[config.mk]
export PLATFORM = sky130hd
export DESIGN_NAME = klg88_ctrl
export DESIGN_NICKNAME = d
export VERILOG_FILES = /design/src/rtl/klg88_pkg.sv /design/src/rtl/klg88_ctrl.sv
export SDC_FILE = /design/constraint.sdc
export NUM_CORES = 1
export LEC_CHECK = 0
export BUFFER_PORTS_ARGS = -buffer_cell sky130_fd_sc_hd__buf_2
export CAP_MARGIN = 10
export CORE_AREA = 4 4 41 43
export DETAILED_ROUTE_END_ITERATION = 7
export DIE_AREA = 0 0 45 47
export PLACE_DENSITY = 0.37
export SYNTH_ARGS = -nofsm -noshare
export SYNTH_HDL_FRONTEND = slang
export SYNTH_SLANG_ARGS = --single-unit
[constraint.sdc]
create_clock -name clk -period 1.2 [get_ports clk]
set_input_delay 0.12 -clock clk [delete_from_list [all_inputs] [get_ports clk]]
set_output_delay 0.12 -clock clk [all_outputs]
set_load 0.005 [all_outputs]
[src/rtl/klg88_pkg.sv]
// shared types and constants for the klglott88 glottal source core
// no dependencies; used by klg88_regs, klg88_ctrl, klg88_dp and the top level
package klg88_pkg;

  // register field widths
  localparam int PER_W  = 13;
  localparam int LIN_W  = 47;
  localparam int OFS_W  = 48;
  localparam int OUT_W  = 16;
  localparam int ACC_W  = 32;

  // apb port sizes
  localparam int DATA_W = 64;
  localparam int ADDR_W = 6;

  // fixed point: 40 fraction bits down to q1.15, saturation limit of the exact sample
  localparam int FRAC_SHIFT = 25;
  localparam int SAT_BIT    = 62;

  // register reset values
  localparam logic [PER_W-1:0] PERIOD_RST = 13'd160;
  localparam logic [PER_W-1:0] OPEN_RST   = 13'd136;

  // register indexes
  typedef enum logic [2:0] {
    REG_PERIOD_LEN = 3'd0,
    REG_OPEN_LEN   = 3'd1,
    REG_LIN_COEF   = 3'd2,
    REG_QUAD_COEF  = 3'd3,
    REG_OFFSET     = 3'd4
  } reg_idx_t;

  // configuration seen by the datapath
  typedef struct packed {
    logic [PER_W-1:0]        period_len;
    logic [PER_W-1:0]        open_len;
    logic [LIN_W-1:0]        lin_coef;
    logic [LIN_W-1:0]        quad_coef;
    logic signed [OFS_W-1:0] offset;
  } cfg_t;

  // controller commands to the datapath
  typedef struct packed {
    logic load;
    logic mul1;
    logic mul2;
    logic diff;
    logic deriv;
    logic emit;
  } cmd_t;

endpackage

[src/rtl/klg88_ctrl.sv]
// sequencing state machine of the glottal source
// depends on klg88_pkg; drives the commands of klg88_dp
module klg88_ctrl (
  input  logic            clk,
  input  logic            rst,
  input  logic            in_valid,
  output logic            in_ready,
  output logic            out_valid,
  input  logic            out_ready,
  output klg88_pkg::cmd_t cmd
);

  typedef enum logic [2:0] {
    ST_IDLE,
    ST_MUL1,
    ST_MUL2,
    ST_DIFF,
    ST_DERIV,
    ST_EMIT
  } state_t;

  state_t state;
  logic   out_free;

  assign in_ready = (state == ST_IDLE);
  assign out_free = !out_valid || out_ready;

  // one command per state
  always_comb begin
    cmd       = '0;
    cmd.load  = in_valid && (state == ST_IDLE);
    cmd.mul1  = (state == ST_MUL1);
    cmd.mul2  = (state == ST_MUL2);
    cmd.diff  = (state == ST_DIFF);
    cmd.deriv = (state == ST_DERIV);
    cmd.emit  = (state == ST_EMIT) && out_free;
  end

  // state and output valid
  always_ff @(posedge clk) begin
    if (rst) begin
      state     <= ST_IDLE;
      out_valid <= 1'b0;
    end else begin
      if (cmd.emit) begin
        out_valid <= 1'b1;
      end else if (out_ready) begin
        out_valid <= 1'b0;
      end
      case (state)
        ST_IDLE:  if (in_valid) state <= ST_MUL1;
        ST_MUL1:  state <= ST_MUL2;
        ST_MUL2:  state <= ST_DIFF;
        ST_DIFF:  state <= ST_DERIV;
        ST_DERIV: state <= ST_EMIT;
        ST_EMIT:  if (out_free) state <= ST_IDLE;
        default:  state <= ST_IDLE;
      endcase
    end
  end

endmodule

* Word level (Yosys, flattened, before mapping)
Index checks and enable logic that the tools add are counted.
Storage, ports and cells: memories 0, bits in writable memories 0, flip-flop bits (word level) 4, latch bits 0, memory bits (read-only) 0
Operators by class: eq/ne operators 7, bitwise operators 0, multipliers 0, reduce and logical (&&, ||, !) cells 7, add/subtract/negate cells 0, magnitude comparators 0, div/mod/pow operators 0, shift operators 0, muxes and demuxes 5
Operators with widths (count):
- $pmux 3 s6 | 1
- $eq 3x2->1 const B | 2
- $eq 3x3->1 const B | 2
- $mux 3 | 2
- $ne 2x2->1 const B | 2
- $eq 3x1->1 const B | 1
- $logic_not 3->1 | 1
- $logic_and 1x1->1 | 2
- $mux 1 | 2
- $reduce_and 2->1 | 1
- $reduce_bool 2->1 | 1
- $logic_not 1->1 | 1
- $logic_or 1x1->1 | 1

* Logic depth before layout (Yosys ltp)
depth in word-level cells 4, mapped depth 3

* Least setup slack after synthesis
OpenSTA, ideal clock, no wires.
path kind reg-to-output, from register state[1], to output port cmd[1] (netlist name), cell stages (with the launch flop) 3, setup slack 0.236 ns, arrival time 0.844 ns, path buffers 0, cells stage by stage dfxtp_1 -> and2b_2 -> and2_2
RTL lines:
- start: declaration | line klg88_ctrl.sv:22 | state_t state;
- start signal: assignment | line klg88_ctrl.sv:42 | state <= ST_IDLE;
- start signal: assignment | line klg88_ctrl.sv:51 | ST_IDLE: if (in_valid) state <= ST_MUL1;
- start signal: assignment | line klg88_ctrl.sv:52 | ST_MUL1: state <= ST_MUL2;
- end: declaration | line klg88_ctrl.sv:10 | output klg88_pkg::cmd_t cmd

==> impl_metrics.json <==
{
  "synth_cells": 24,
  "final_antenna_net_count": 0,
  "grt_pass1_wl_um": 972,
  "clock_path_buffers": 2,
  "drt_iter0_markers": 2,
  "finalPower_uw": 398,
  "yosysWarnings": 0,
  "path_max_fanout": 4,
  "dieArea_um2": 2120,
  "fp.dieW_um": 45,
  "pin_count": 12,
  "crit_buf_inv": 1,
  "leakagePower_nw": 0.183,
  "insertion_delay_ps": 230,
  "vias_per_cell": 4.21,
  "start_kind": "flop",
  "p_int_uw": 302,
  "rsz0062_at_grt": "yes",
  "drv.max_cap_violation_count": 0,
  "max_stage_delay_ps": 350,
  "h-tree-depth": 1,
  "fin_skew_ps": 1.33,
  "core.rowCount": 13,
  "max_clock_freq_ghz": 0.828,
  "path_clk_slew_ps": 40,
  "synth_area_um2": 214,
  "switching_share": 0.241,
  "vdd_drop_max_mv": 0.468,
  "via_count": 240,
  "layout-drive-gt1-share": 0.667,
  "grt_pass1_vias": 264,
  "ctsHoldBuffers": 0,
  "violations": "setup timing",
  "antenna_found_initial": 0,
  "cp_data_required_time_ps": 1080,
  "start_util": 0.164,
  "fin_crit_sh": 1.01,
  "combPwrFrac": 0.218,
  "gp_congestion": 0.734,
  "cts_root_buf": "clkbuf_4",
  "core_area_um2": 1300,
  "hpwl_um": 443,
  "worstSetupPathType": "reg -> out",
  "grt_max_degree": 7,
  "synthMuxAreaShare": 0,
  "endpoint_kind": "primary output",
  "p_per_area_nw_per_um2": 1090,
  "routedWlPerCell_um": 9.82,
  "ys_ff_latch": 4,
  "synth_adder_area_share": 0,
  "synth_nets": 28,
  "crit_path_top_delay_cell": "dfxtp_2",
  "drc": 0,
  "ys_types": 16,
  "ys_top_cells_by_area": "dfxtp_1 (37%), a21oi_1 (7.0%), a2111oi_2 (7.0%), nor3b_2 (5.8%), nor3_1 (4.7%)",
  "fin_util": 0.281,
  "overflow": 0,
  "final_nets": 48,
  "setup_violations": 1,
  "path_delay_family": "simple AND/OR/NAND/NOR gates",
  "slew_headroom": 0.834,
  "avgSynthCellArea_um2": 8.91,
  "first_pass_iters": 3,
  "cts_buffers": 3,
  "globalRouteTotalUtil": 0.0641,
  "synth_compound_area_frac": 0.211,
  "worst_slew_pin_slew_ps": 249,
  "period_minus_slack_ps": 1210,
  "cp_cell_sequence": "and2b_2, and2_4, buf_6",
  "fin_ws_ps": -7.45,
  "synth_top_area_cell": "dfxtp_1",
  "critical_path_arrival_ps": 1090,
  "synth_top_family_by_area": "simple AND/OR/NAND/NOR gates",
  "cts_num_sinks": 4,
  "synth-xor-area-share": 0,
  "diodes": 0,
  "fp.dieH_um": 47,
  "pwr-share-seq": 0.384,
  "wl_um": 560,
  "maxSlewViolCount": 0,
  "port_buffers": 11,
  "final.setup.tns_ps": -7.45,
  "clkPwrFrac": 0.398,
  "synth_top_area_frac": 0.374,
  "synth-simple-area-share": 0.380,
  "hold_violations": 0,
  "tritoncts": "built",
  "ys_seq_area_frac": 0.374,
  "hold_class": "in -> reg",
  "status": "finished, violations left",
  "p_sw_uw": 95.8,
  "syn_to_final_growth_pct": 70.8
}
[path summary, 6_finish.rpt]
check / startpoint / end / slack (ps) / cells after the start
max: state[1] / cmd[1] / -7 / 3
min: rst / state[2] / 110 / 2
max reg2reg: state[2] / state[0] / 260 / 2
min reg2reg: state[0] / state[2] / 570 / 2
[per-layer routing]
layer,share of wire,GRT usage,vias to the layer above
li1,-,-,120
met1,0.36,0.0639,116
met2,0.61,0.116,4
met3,0.027,0.0115,0
met4,0,0.0526,0
met5,0,0,-
[registers in the layout, indices dropped and copies added, names as in the netlist]
| register | flops |
|---|---|
| out_valid | 1 |
| state | 3 |
[placed cells by master (no fill, tap or decap), types with 2 or more instances in the layout]
cell,Yosys,final
clkbuf_4,0,3
dfxtp_2,0,2
buf_2,0,10
buf_4,0,4
a21oi_1,3,3
nor2_1,2,2
inv_1,2,2
[kinds of logic (layout without fill, tap and decap cells)]
logic type,after synthesis,in the layout
simple gates,12,12
compound gates,6,6
flops,4,4
buf+inv,2,20
[what timing repair did]
| action | in CTS | in global routing |
|---|---|---|
| buffers inserted | 3 | 0 |
| pin swaps | 0 | 1 |
| endpoints found under the setup margin | 3 | 4 |
| resized for setup | 6 | 2 |
[cell usage after synthesis, drive strengths merged]
cell type,count
a2111oi,1
a21oi,3
and2,2
and2b,2
dfxtp,4
inv,2
nand2,1
nand3b,1
nor2,2
nor3,3
nor3b,1
o21ai,1
o21ba,1
[cell type report]
type	instances	area (um2)
clock buffers	3	22.5
inverters	2	7.51
flip-flops and latches	4	86.3
multi-input cells	18	139
well taps	15	18.8
fillers	153	936
repair buffers	15	91.3
[worst reg2reg max path, delay by kind of cell (launching register included)]
family                 cells  cell delay (ps)
flip-flops                 1              340
buffers and inverters      1              150
AO/OA/AOI/OAI              1              340
[power by group through the flow]
stage	sequential [mW]	combinational (mW)	clock, mW
detailed placement	0.155	0.0723	0
global placement	0.154	0.0717	0
finish	0.153	0.0869	0.158
global route	0.154	0.0965	0.167
CTS	0.151	0.0833	0.167
floorplan	0.154	0.0368	0
[per-stage QoR]
step | instances | worst slack [ps] | hold WS, ps | cell area (um2)
after floorplan | 24 | 236 | 189 | 214
after CTS | 57 | 0.666 | 100 | 354
after detailed placement | 51 | 149 | 354 | 295
after global routing | 57 | -37.7 | 121 | 365
after global placement | 51 | 160 | 349 | 295
final | 57 | -7.45 | 108 | 365
Note: power is estimated with default switching activity, not from simulation.
