## src/rtl/klg88_pkg.sv

```systemverilog
// shared types and constants for the klglott88 glottal source core
// no dependencies; used by klg88_regs, klg88_ctrl, klg88_dp and the top level
package klg88_pkg;

  // register field widths
  localparam int PER_W  = 13;
  localparam int LIN_W  = 47;
  localparam int OFS_W  = 48;
  localparam int OUT_W  = 16;
  localparam int ACC_W  = 32;

  // apb port sizes
  localparam int DATA_W = 64;
  localparam int ADDR_W = 6;

  // fixed point: 40 fraction bits down to q1.15, saturation limit of the exact sample
  localparam int FRAC_SHIFT = 25;
  localparam int SAT_BIT    = 62;

  // register reset values
  localparam logic [PER_W-1:0] PERIOD_RST = 13'd160;
  localparam logic [PER_W-1:0] OPEN_RST   = 13'd136;

  // register indexes
  typedef enum logic [2:0] {
    REG_PERIOD_LEN = 3'd0,
    REG_OPEN_LEN   = 3'd1,
    REG_LIN_COEF   = 3'd2,
    REG_QUAD_COEF  = 3'd3,
    REG_OFFSET     = 3'd4
  } reg_idx_t;

  // configuration seen by the datapath
  typedef struct packed {
    logic [PER_W-1:0]        period_len;
    logic [PER_W-1:0]        open_len;
    logic [LIN_W-1:0]        lin_coef;
    logic [LIN_W-1:0]        quad_coef;
    logic signed [OFS_W-1:0] offset;
  } cfg_t;

  // controller commands to the datapath
  typedef struct packed {
    logic load;
    logic mul1;
    logic mul2;
    logic diff;
    logic deriv;
    logic emit;
  } cmd_t;

endpackage

```

## src/rtl/klg88_regs.sv

```systemverilog
// apb configuration registers of the glottal source
// depends on klg88_pkg
module klg88_regs (
  input  logic                          clk,
  input  logic                          rst,
  input  logic                          psel,
  input  logic                          penable,
  input  logic                          pwrite,
  input  logic [klg88_pkg::ADDR_W-1:0]  paddr,
  input  logic [klg88_pkg::DATA_W-1:0]  pwdata,
  output logic [klg88_pkg::DATA_W-1:0]  prdata,
  output klg88_pkg::cfg_t               cfg
);

  klg88_pkg::reg_idx_t idx;
  logic                wr_en;

  assign idx   = klg88_pkg::reg_idx_t'(paddr[klg88_pkg::ADDR_W-1:3]);
  assign wr_en = psel && penable && pwrite;

  // register writes
  always_ff @(posedge clk) begin
    if (rst) begin
      cfg.period_len <= klg88_pkg::PERIOD_RST;
      cfg.open_len   <= klg88_pkg::OPEN_RST;
      cfg.lin_coef   <= '0;
      cfg.quad_coef  <= '0;
      cfg.offset     <= '0;
    end else if (wr_en) begin
      case (idx)
        klg88_pkg::REG_PERIOD_LEN: cfg.period_len <= pwdata[klg88_pkg::PER_W-1:0];
        klg88_pkg::REG_OPEN_LEN:   cfg.open_len   <= pwdata[klg88_pkg::PER_W-1:0];
        klg88_pkg::REG_LIN_COEF:   cfg.lin_coef   <= pwdata[klg88_pkg::LIN_W-1:0];
        klg88_pkg::REG_QUAD_COEF:  cfg.quad_coef  <= pwdata[klg88_pkg::LIN_W-1:0];
        klg88_pkg::REG_OFFSET:     cfg.offset     <= $signed(pwdata[klg88_pkg::OFS_W-1:0]);
        default: ;
      endcase
    end
  end

  // read back
  always_comb begin
    case (idx)
      klg88_pkg::REG_PERIOD_LEN: prdata = klg88_pkg::DATA_W'(cfg.period_len);
      klg88_pkg::REG_OPEN_LEN:   prdata = klg88_pkg::DATA_W'(cfg.open_len);
      klg88_pkg::REG_LIN_COEF:   prdata = klg88_pkg::DATA_W'(cfg.lin_coef);
      klg88_pkg::REG_QUAD_COEF:  prdata = klg88_pkg::DATA_W'(cfg.quad_coef);
      klg88_pkg::REG_OFFSET:     prdata = klg88_pkg::DATA_W'($unsigned(cfg.offset));
      default:                   prdata = '0;
    endcase
  end

endmodule

```

## config.mk

```make
export PLATFORM = sky130hd
export DESIGN_NAME = klg88_regs
export DESIGN_NICKNAME = d
export VERILOG_FILES = /design/src/rtl/klg88_pkg.sv /design/src/rtl/klg88_regs.sv
export SDC_FILE = /design/constraint.sdc
export NUM_CORES = 1
export LEC_CHECK = 0
export BUFFER_PORTS_ARGS = -buffer_cell sky130_fd_sc_hd__buf_2
export CORE_MARGIN = 2
export CORE_UTILIZATION = 49
export DETAILED_ROUTE_END_ITERATION = 16
export PLACE_DENSITY = 0.8
export SKIP_LAST_GASP = 1
export SLEW_MARGIN = 20
export SYNTH_ARGS = -nofsm -noshare
export SYNTH_HDL_FRONTEND = slang
export SYNTH_SLANG_ARGS = --single-unit
```

## constraint.sdc

```tcl
create_clock -name clk -period 1.5 [get_ports clk]
set_input_delay 0.075 -clock clk [delete_from_list [all_inputs] [get_ports clk]]
set_output_delay 0.075 -clock clk [all_outputs]
set_load 0.03 [all_outputs]
```

# Word level (Yosys, flattened, before mapping)
# Cells that the tools add are included.
# W data, S select, Z words.
# word_totals
reg_bits	168
inputBits	75
out_inout_bits	232
wordCells	18
# op_classes
n_eq_ne	4
n_mux	1
reduce_logical	8
# ops
operator	count
$pmux W48 S5	1
$reduce_and A2 Y1	5
$eq A3 B2 Y1 const B	2
$eq A3 B1 Y1 const B	1
$eq A3 B3 Y1 const B	1
$logic_not A3 Y1	1
$logic_and A1 B1 Y1	2

# Logic depth before layout (Yosys ltp)
# Gate-level depths: netlist of the first run.
# depth
ltp_word	3
mapped_depth	6
ltp_nobuf	3

# Least setup slack after synthesis of the first run
# Ideal clock, no wire load.
# synth_path
path_type	in2out
startpoint	input port paddr[3] (netlist bit)
endpoint	output port prdata[13] (netlist bit)
t_arrival_ps	1566
t_required_ps	1425
slack_ps	-141
path_stages	5
n_path_buf	3
path_cell_list	buf_2 -> buf_2 -> buf_2 -> mux2i_1 -> o21ai_0
# synth_between
elab_chain_cells	2
word_cells_on_any_way	6
classes_between	eq/ne: 4; mux: 1; reduce/logical: 1
# synth_rtl
item	line	rtl
start: declaration	klg88_regs.sv:9	input logic [klg88_pkg::ADDR_W-1:0] paddr,
$eq A3 B3 Y1, or another cell as far along	klg88_regs.sv:43	case (idx)
$pmux W48 S5 *	klg88_regs.sv:43	
end: declaration	klg88_regs.sv:11	output logic [klg88_pkg::DATA_W-1:0] prdata,
# Mark *: on every way between the ends. The rest lies on a longest branch, timed or not.

# Worst setup path in the final report of the first run
# layout_path
startpoint	register cfg[49] (netlist bit)
endpoint	output port prdata[1] (netlist bit)
# layout_between
elab_chain_cells	1
# layout_rtl
item	line	rtl
start: declaration	klg88_regs.sv:12	output klg88_pkg::cfg_t cfg
$pmux W48 S5	klg88_regs.sv:43	
# Every way passes these cells.

==> results of run 1 <==
==> Yosys cell counts, drive strengths merged <==
master / number
clkbuf: 39
nor2: 9
and2: 1
o21ai: 56
nand2: 35
or2: 1
and4b: 1
a22oi: 26
mux2: 13
nand4b: 1
conb: 1
dfxtp: 168
nand3: 1
nand2b: 203
mux2i: 191
nor2b: 13
nand4: 1
nand3b: 1
and4: 1
buf: 40
o22ai: 13
nor3b: 2
==> metal layers <==
layer	GRT usage [%]	vias to the layer above	routed length (um)
li1	-	3360	-
met1	31.2	3364	9670
met2	46.3	272	12000
met3	5.69	39	1420
met4	10.3	0	495
met5	0	-	0
==> metrics by stage <==
step	total power [uW]	hold slack (ns)	setup TNS (ns)	setup WS, ns
5_1_grt	10300	0.0448	-0.885	-0.118
6_report	9990	-0.00225	-0.277	-0.0545
2_1_floorplan	5180	0.230	0	0.0272
4_1_cts	10000	0.00568	-0.401	-0.0794
3_3_place_gp	5420	0.350	0	0.0378
3_5_place_dp	5430	0.355	-0.0474	-0.0214
==> area by class of cell <==
| type | count | area, um^2 | area share [%] |
|---|---|---|---|
| clock buffer | 22 | 474 | 4.36 |
| multi-input combinational | 585 | 4380 | 40.3 |
| sequential | 168 | 3390 | 31.2 |
| clock inverter | 10 | 143 | 1.31 |
| timing repair buffer | 346 | 2220 | 20.4 |
| tap | 216 | 270 | 2.49 |
==> repair_timing <==
action | 4_1_cts | 5_1_grt
hold buffers | 39 | 0
setup endpoints to repair | 13 | 13
setup buffers | 6 | 1
gates resized for setup | 31 | 22
endpoints found under the hold margin | 103 | 0
pin swaps | 14 | 9
==> cells by family (layout without fill, tap and decap cells) <==
logic type	count (synthesis)	count (layout)	share of synthesized area (%)
other cells	1	16	0.0467
compound gates	95	95	6.94
buf+inv	79	378	5.52
flops	168	168	41.9
mux	204	204	25.6
simple gates	270	270	20.0
==> worst max-delay path by stage <==
stage	startpoint	to	depth (start not counted)
3_3_place_gp	paddr[5]	cfg[153]	5
4_1_cts	cfg[98]	prdata[3]	4
6_report	cfg[49]	prdata[1]	4
2_1_floorplan	paddr[3]	prdata[0]	5
5_1_grt	cfg[49]	prdata[1]	4
3_5_place_dp	paddr[5]	cfg[153]	5
==> worst max-delay path: stages, from the launching register on <==
cell     delay [ns]
dfxtp_1        0.33
mux2_2         0.27
a22oi_1        0.18
o22ai_1        0.10
buf_4          0.18
==> power by group through the flow <==
stage               sequential [uW]  clock [uW]  combinational, uW
floorplan                      4680           0                495
global placement               4620           0                798
detailed placement             4620           0                808
CTS                            4520        4600                900
global route                   4520        4820                972
finish                         4520        4550                919
==> out/metrics.yaml, run 1 <==
synth:
  synth_area_per_cell_um2: 9.82
  synth_area_leaders: "dfxtp_1 42%, mux2i_1 24%, nand2b_1 16%"
  synth_seq_area_share_pct: 41.9
  postSynthCellCount: 817
  ys_ff_latch: 168
  synthesis.area_um2: 8030
  synth_top_area_share_pct: 41.9
  yosys.area.top_type: "dfxtp_1"
  yosys_warnings: 0
  post_synth_num_cell_types: 26
cells_and_area:
  largest_reg_flops: 168
  nFillCells: 1253
  utilization_pct: 68.2
  syn2layout_area_growth_pct: 35.5
  fin_cells: 1347
  drive_above_1_share_pct: 34.1
  layout.nets: 1193
  diodes: 0
  fin_area_um2: 10900
  top_register: "cfg"
  largestRegisters: "cfg (168)"
  final_common_cell: "buf_2"
  layout_common_cells: "256 x buf_2, 203 x nand2b_1, 191 x mux2i_1"
route:
  ant_nets: 0
  vias: 7035
  drt_drc_violations_left: 0
  firstDrtPassIters: 4
  vias_per_cell: 5.22
  drt_iter0_drc: 363
  avgRoutedWirePerCell_um: 17.5
  drt_wl_total_mm: 23.5
die:
  num_rows: 46
  die_area_um2: 17400
  die_h_um: 132
  io_pins: 307
  initial_core_util_pct: 50.3
  die_w_um: 132
  fp.coreArea_um2: 15900
grt:
  grt_max_degree: 63
  overflow: 0
  grt_pass1_wl_mm: 36.8
  grt_pass1_vias: 6940
  antenna_found_initial: 0
  grt_usage_pct: 26.3
flow_run:
  drv_cap: 0
clocking:
  cts_root_buf: "clkbuf_16"
  numCtsBuffers: 17
  htreeDepth: 4
  tritoncts: "done"
  cts.sink_count: 168
  clk_latency_ns: 0.43
  cts.clk_slew.worst_paths_ns: 0.07
  clockBufferDepth: 2
outcome:
  run_status: "finished, violations left"
  violations: "hold timing, setup timing"
setup_path:
  crit_fanout: 3
  rrSetupSlack_ns: 0.71
  criticalPathCategory: "register to output port"
  r2r_start: "cfg[142]"
  end_kind: "output port"
  start_kind: "register"
  cp.arrival_ns: 1.48
  rr_worst_depth: 3
  required_ns: 1.42
  reg2reg_to: "cfg[142]"
worst_hold_path:
  worstHoldStart: "pwdata[12]"
  hp-class: "primary input to register"
  hold_end: "cfg[154]"
  hold_path_depth: 3
power:
  sw_frac_of_total_pct: 23.4
  powerDensity_nw_per_um2: 919
  power_frac_seq_pct: 45.3
  clkPwrFrac_pct: 45.5
  p_switching_uw: 2340
  comb_power_share_pct: 9.2
  p_int_uw: 7650
  p_leak_uw: 0.00550
  vdd_drop_max_v: 0.000787
sta:
  finClkSkew_ns: 0
  slew_headroom_pct: 56.6
  holdWs_ns: -0.00225
  hold_viol: 1
  fin_crit_sh_pct: 104
  rsz0062_at_grt: "yes"
  fmax_ghz: 0.643
  setup_viol: 10
  finalWorstSetupSlack_ns: -0.0545
  fin_crit_ns: 1.55
  maxSlewViolCount: 0
  worstMarginPinSlew_ns: 0.651
place:
  io_buffers: 271
  hpwl_mm: 15.4
  place_congestion: 0.811
  placed_cells: 1269
  place_area_um2: 9670
Power figures use the tool's default switching activity.
==> inputs of run 2 (changes only) <==
Settings changed: SETUP_SLACK_MARGIN set to 0.5.
==> run 2 against run 1 <==
The flow finishes with violations (setup timing); sequential cell count unchanged; total power is 7.9% higher; die area stayed put; non-clock buffer count grew 135; highest routed layer is now met5; sequential power fell by 3%; clock skew unchanged; utilization is 27 points higher; count of clock-buffer cells in the layout shrank 3; global-route usage is 13 points higher.
==> out/metrics.yaml, run 2 (synthesis gave the netlist of run 1 again) <==
outcome:
  run_status: "finished, violations left"
  violations: "setup timing"
setup_path:
  path_cells: "mux2_2 -> a22oi_2 -> o22ai_2 -> buf_6"
  cp-startpoint: "cfg[102]"
  slowest_delay_ns: 0.35
  rr_worst_depth: 6
  r2r_start: "cfg[114]"
  end_kind: "output port"
  crit_fanout: 3
  cp.arrival_ns: 1.57
  rrSetupSlack_ns: 0.30
  criticalPathCategory: "register to output port"
  required_ns: 1.42
  start_kind: "register"
  reg2reg_to: "cfg[114]"
  crit_end: "prdata[7]"
  crit_path_top_delay_cell: "dfxtp_2"
power:
  sw_frac_of_total_pct: 27.6
  p_int_uw: 7800
  comb_power_share_pct: 12.6
  p_leak_uw: 0.00713
  clkPwrFrac_pct: 46.5
  vdd_drop_max_v: 0.000793
  power_frac_seq_pct: 40.8
  powerDensity_nw_per_um2: 707
  p_switching_uw: 2980
route:
  avgRoutedWirePerCell_um: 31.3
  vias_per_cell: 6.45
  vias: 9568
  drt_iter0_drc: 1156
  drt_wl_total_mm: 46.4
  firstDrtPassIters: 7
  drt_drc_violations_left: 0
  ant_nets: 0
clocking:
  clockBufferDepth: 2
  tritoncts: "done"
  numCtsBuffers: 17
  htreeDepth: 4
  clk_latency_ns: 0.43
  cts_root_buf: "clkbuf_16"
  cts.sink_count: 168
  cts.clk_slew.worst_paths_ns: 0.07
grt:
  grt_max_degree: 97
  grt_pass1_vias: 8813
  antenna_found_initial: 2
  grt_pass1_wl_mm: 53.5
  grt_usage_pct: 39.5
  overflow: 0
sta:
  slew_headroom_pct: 66.0
  fmax_ghz: 0.609
  worstMarginPinSlew_ns: 0.510
  holdWs_ns: 0.0575
  hold_viol: 0
  setup_viol: 13
  maxSlewViolCount: 0
  fin_crit_ns: 1.64
  fin_crit_sh_pct: 109
  finClkSkew_ns: 0
  rsz0062_at_grt: "yes"
  finalWorstSetupSlack_ns: -0.142
worst_hold_path:
  hp-class: "primary input to register"
  worstHoldStart: "pwdata[12]"
cells_and_area:
  final_common_cell: "buf_6"
  largest_reg_flops: 168
  layout.nets: 1328
  drive_above_1_share_pct: 62.6
  top_register: "cfg"
  largestRegisters: "cfg (168)"
  syn2layout_area_growth_pct: 89.7
  layout_common_cells: "301 x buf_6, 199 x nand2b_1, 156 x mux2i_1"
die:
  initial_core_util_pct: 50.3
  die_h_um: 132
  num_rows: 46
  fp.coreArea_um2: 15900
  die_area_um2: 17400
  io_pins: 307
  die_w_um: 132
place:
  place_congestion: 0.802
  dp_slack_ns: 0.00972
  hpwl_mm: 16.4
  io_buffers: 271
flow_run:
  drv_cap: 0
==> run 2: changes by cell type in the layout (fill, tap and decap cells not counted), moves of 12 or more <==
cell / delta
buf_6: +300
buf_2: -205
dfxtp_1: -148
dfxtp_4: +87
dfxtp_2: +61
mux2i_1: -35
nand2_1: -31
mux2i_4: +29
nand2_4: +29
o21ai_1: -29
o21ai_4: +29
buf_4: +25
o22ai_1: -12
o22ai_2: +12
==> run 2: how the worst min path moves through the flow <==
stage / cells after the start / slack, ns / endpoint
after floorplan: 2 / 0.23 / cfg[47]
after global placement: 3 / 0.35 / cfg[160]
after detailed placement: 3 / 0.36 / cfg[47]
after CTS: 3 / 0.01 / cfg[150]
after global routing: 3 / 0.04 / cfg[154]
final: 3 / 0.06 / cfg[154]
==> run 2: routing by layer <==
metal	part of all wire, %	global-route usage (%)	routed length [um]
met2	46	69.6	21500
met3	11	8.77	5010
met5	0.028	0	13
met1	34	43.7	15700
met4	9.0	22.7	4180
==> run 2: cell type report <==
cell class / count / area [um^2]
multi-input combinational: 585 / 5460
timing repair buffer: 481 / 5070
sequential: 168 / 3790
fill: 362 / 713
clock buffer: 19 / 443
tap: 216 / 270
clock inverter: 13 / 191
antenna: 2 / 5.00
==> run 2: stage by stage <==
stage                     power, uW  utilization (%)  std cells  instance area, um^2  TNS, ns
after floorplan                5270                -        832                 8950        0
after detailed placement       5520             65.6       1277                10500        0
after global placement         5510             65.6       1277                10500        0
after CTS                     10400             87.3       1426                13900        0
after global routing          10900             95.5       1484                15200    -1.09
final                         10800             95.5       1484                15200   -0.757
==> run 2: critical path, delay by kind of cell, from the launching register on <==
family | cells | cell delay [ns]
muxes | 1 | 0.28
buffers and inverters | 1 | 0.16
AOI/OAI and AO/OA | 2 | 0.33
DFF | 1 | 0.35
==> run 2: what timing repair did <==
| item | CTS | global route |
|---|---|---|
| endpoints found under the setup margin | 227 | 264 |
| gates cloned | 2 | 2 |
| buffers inserted | 77 | 54 |
| pin swaps | 12 | 14 |
| endpoints found under the hold margin | 109 | 0 |
| resized for setup | 627 | 270 |
| hold buffers | 38 | 0 |
==> run 2: power groups by stage <==
stage / logic, uW / clock network, uW / registers (uW)
after floorplan: 588 / 0 / 4680
after global placement: 888 / 0 / 4620
after detailed placement: 895 / 0 / 4630
after CTS: 1120 / 4770 / 4470
after global routing: 1370 / 5150 / 4400
final: 1360 / 5020 / 4400
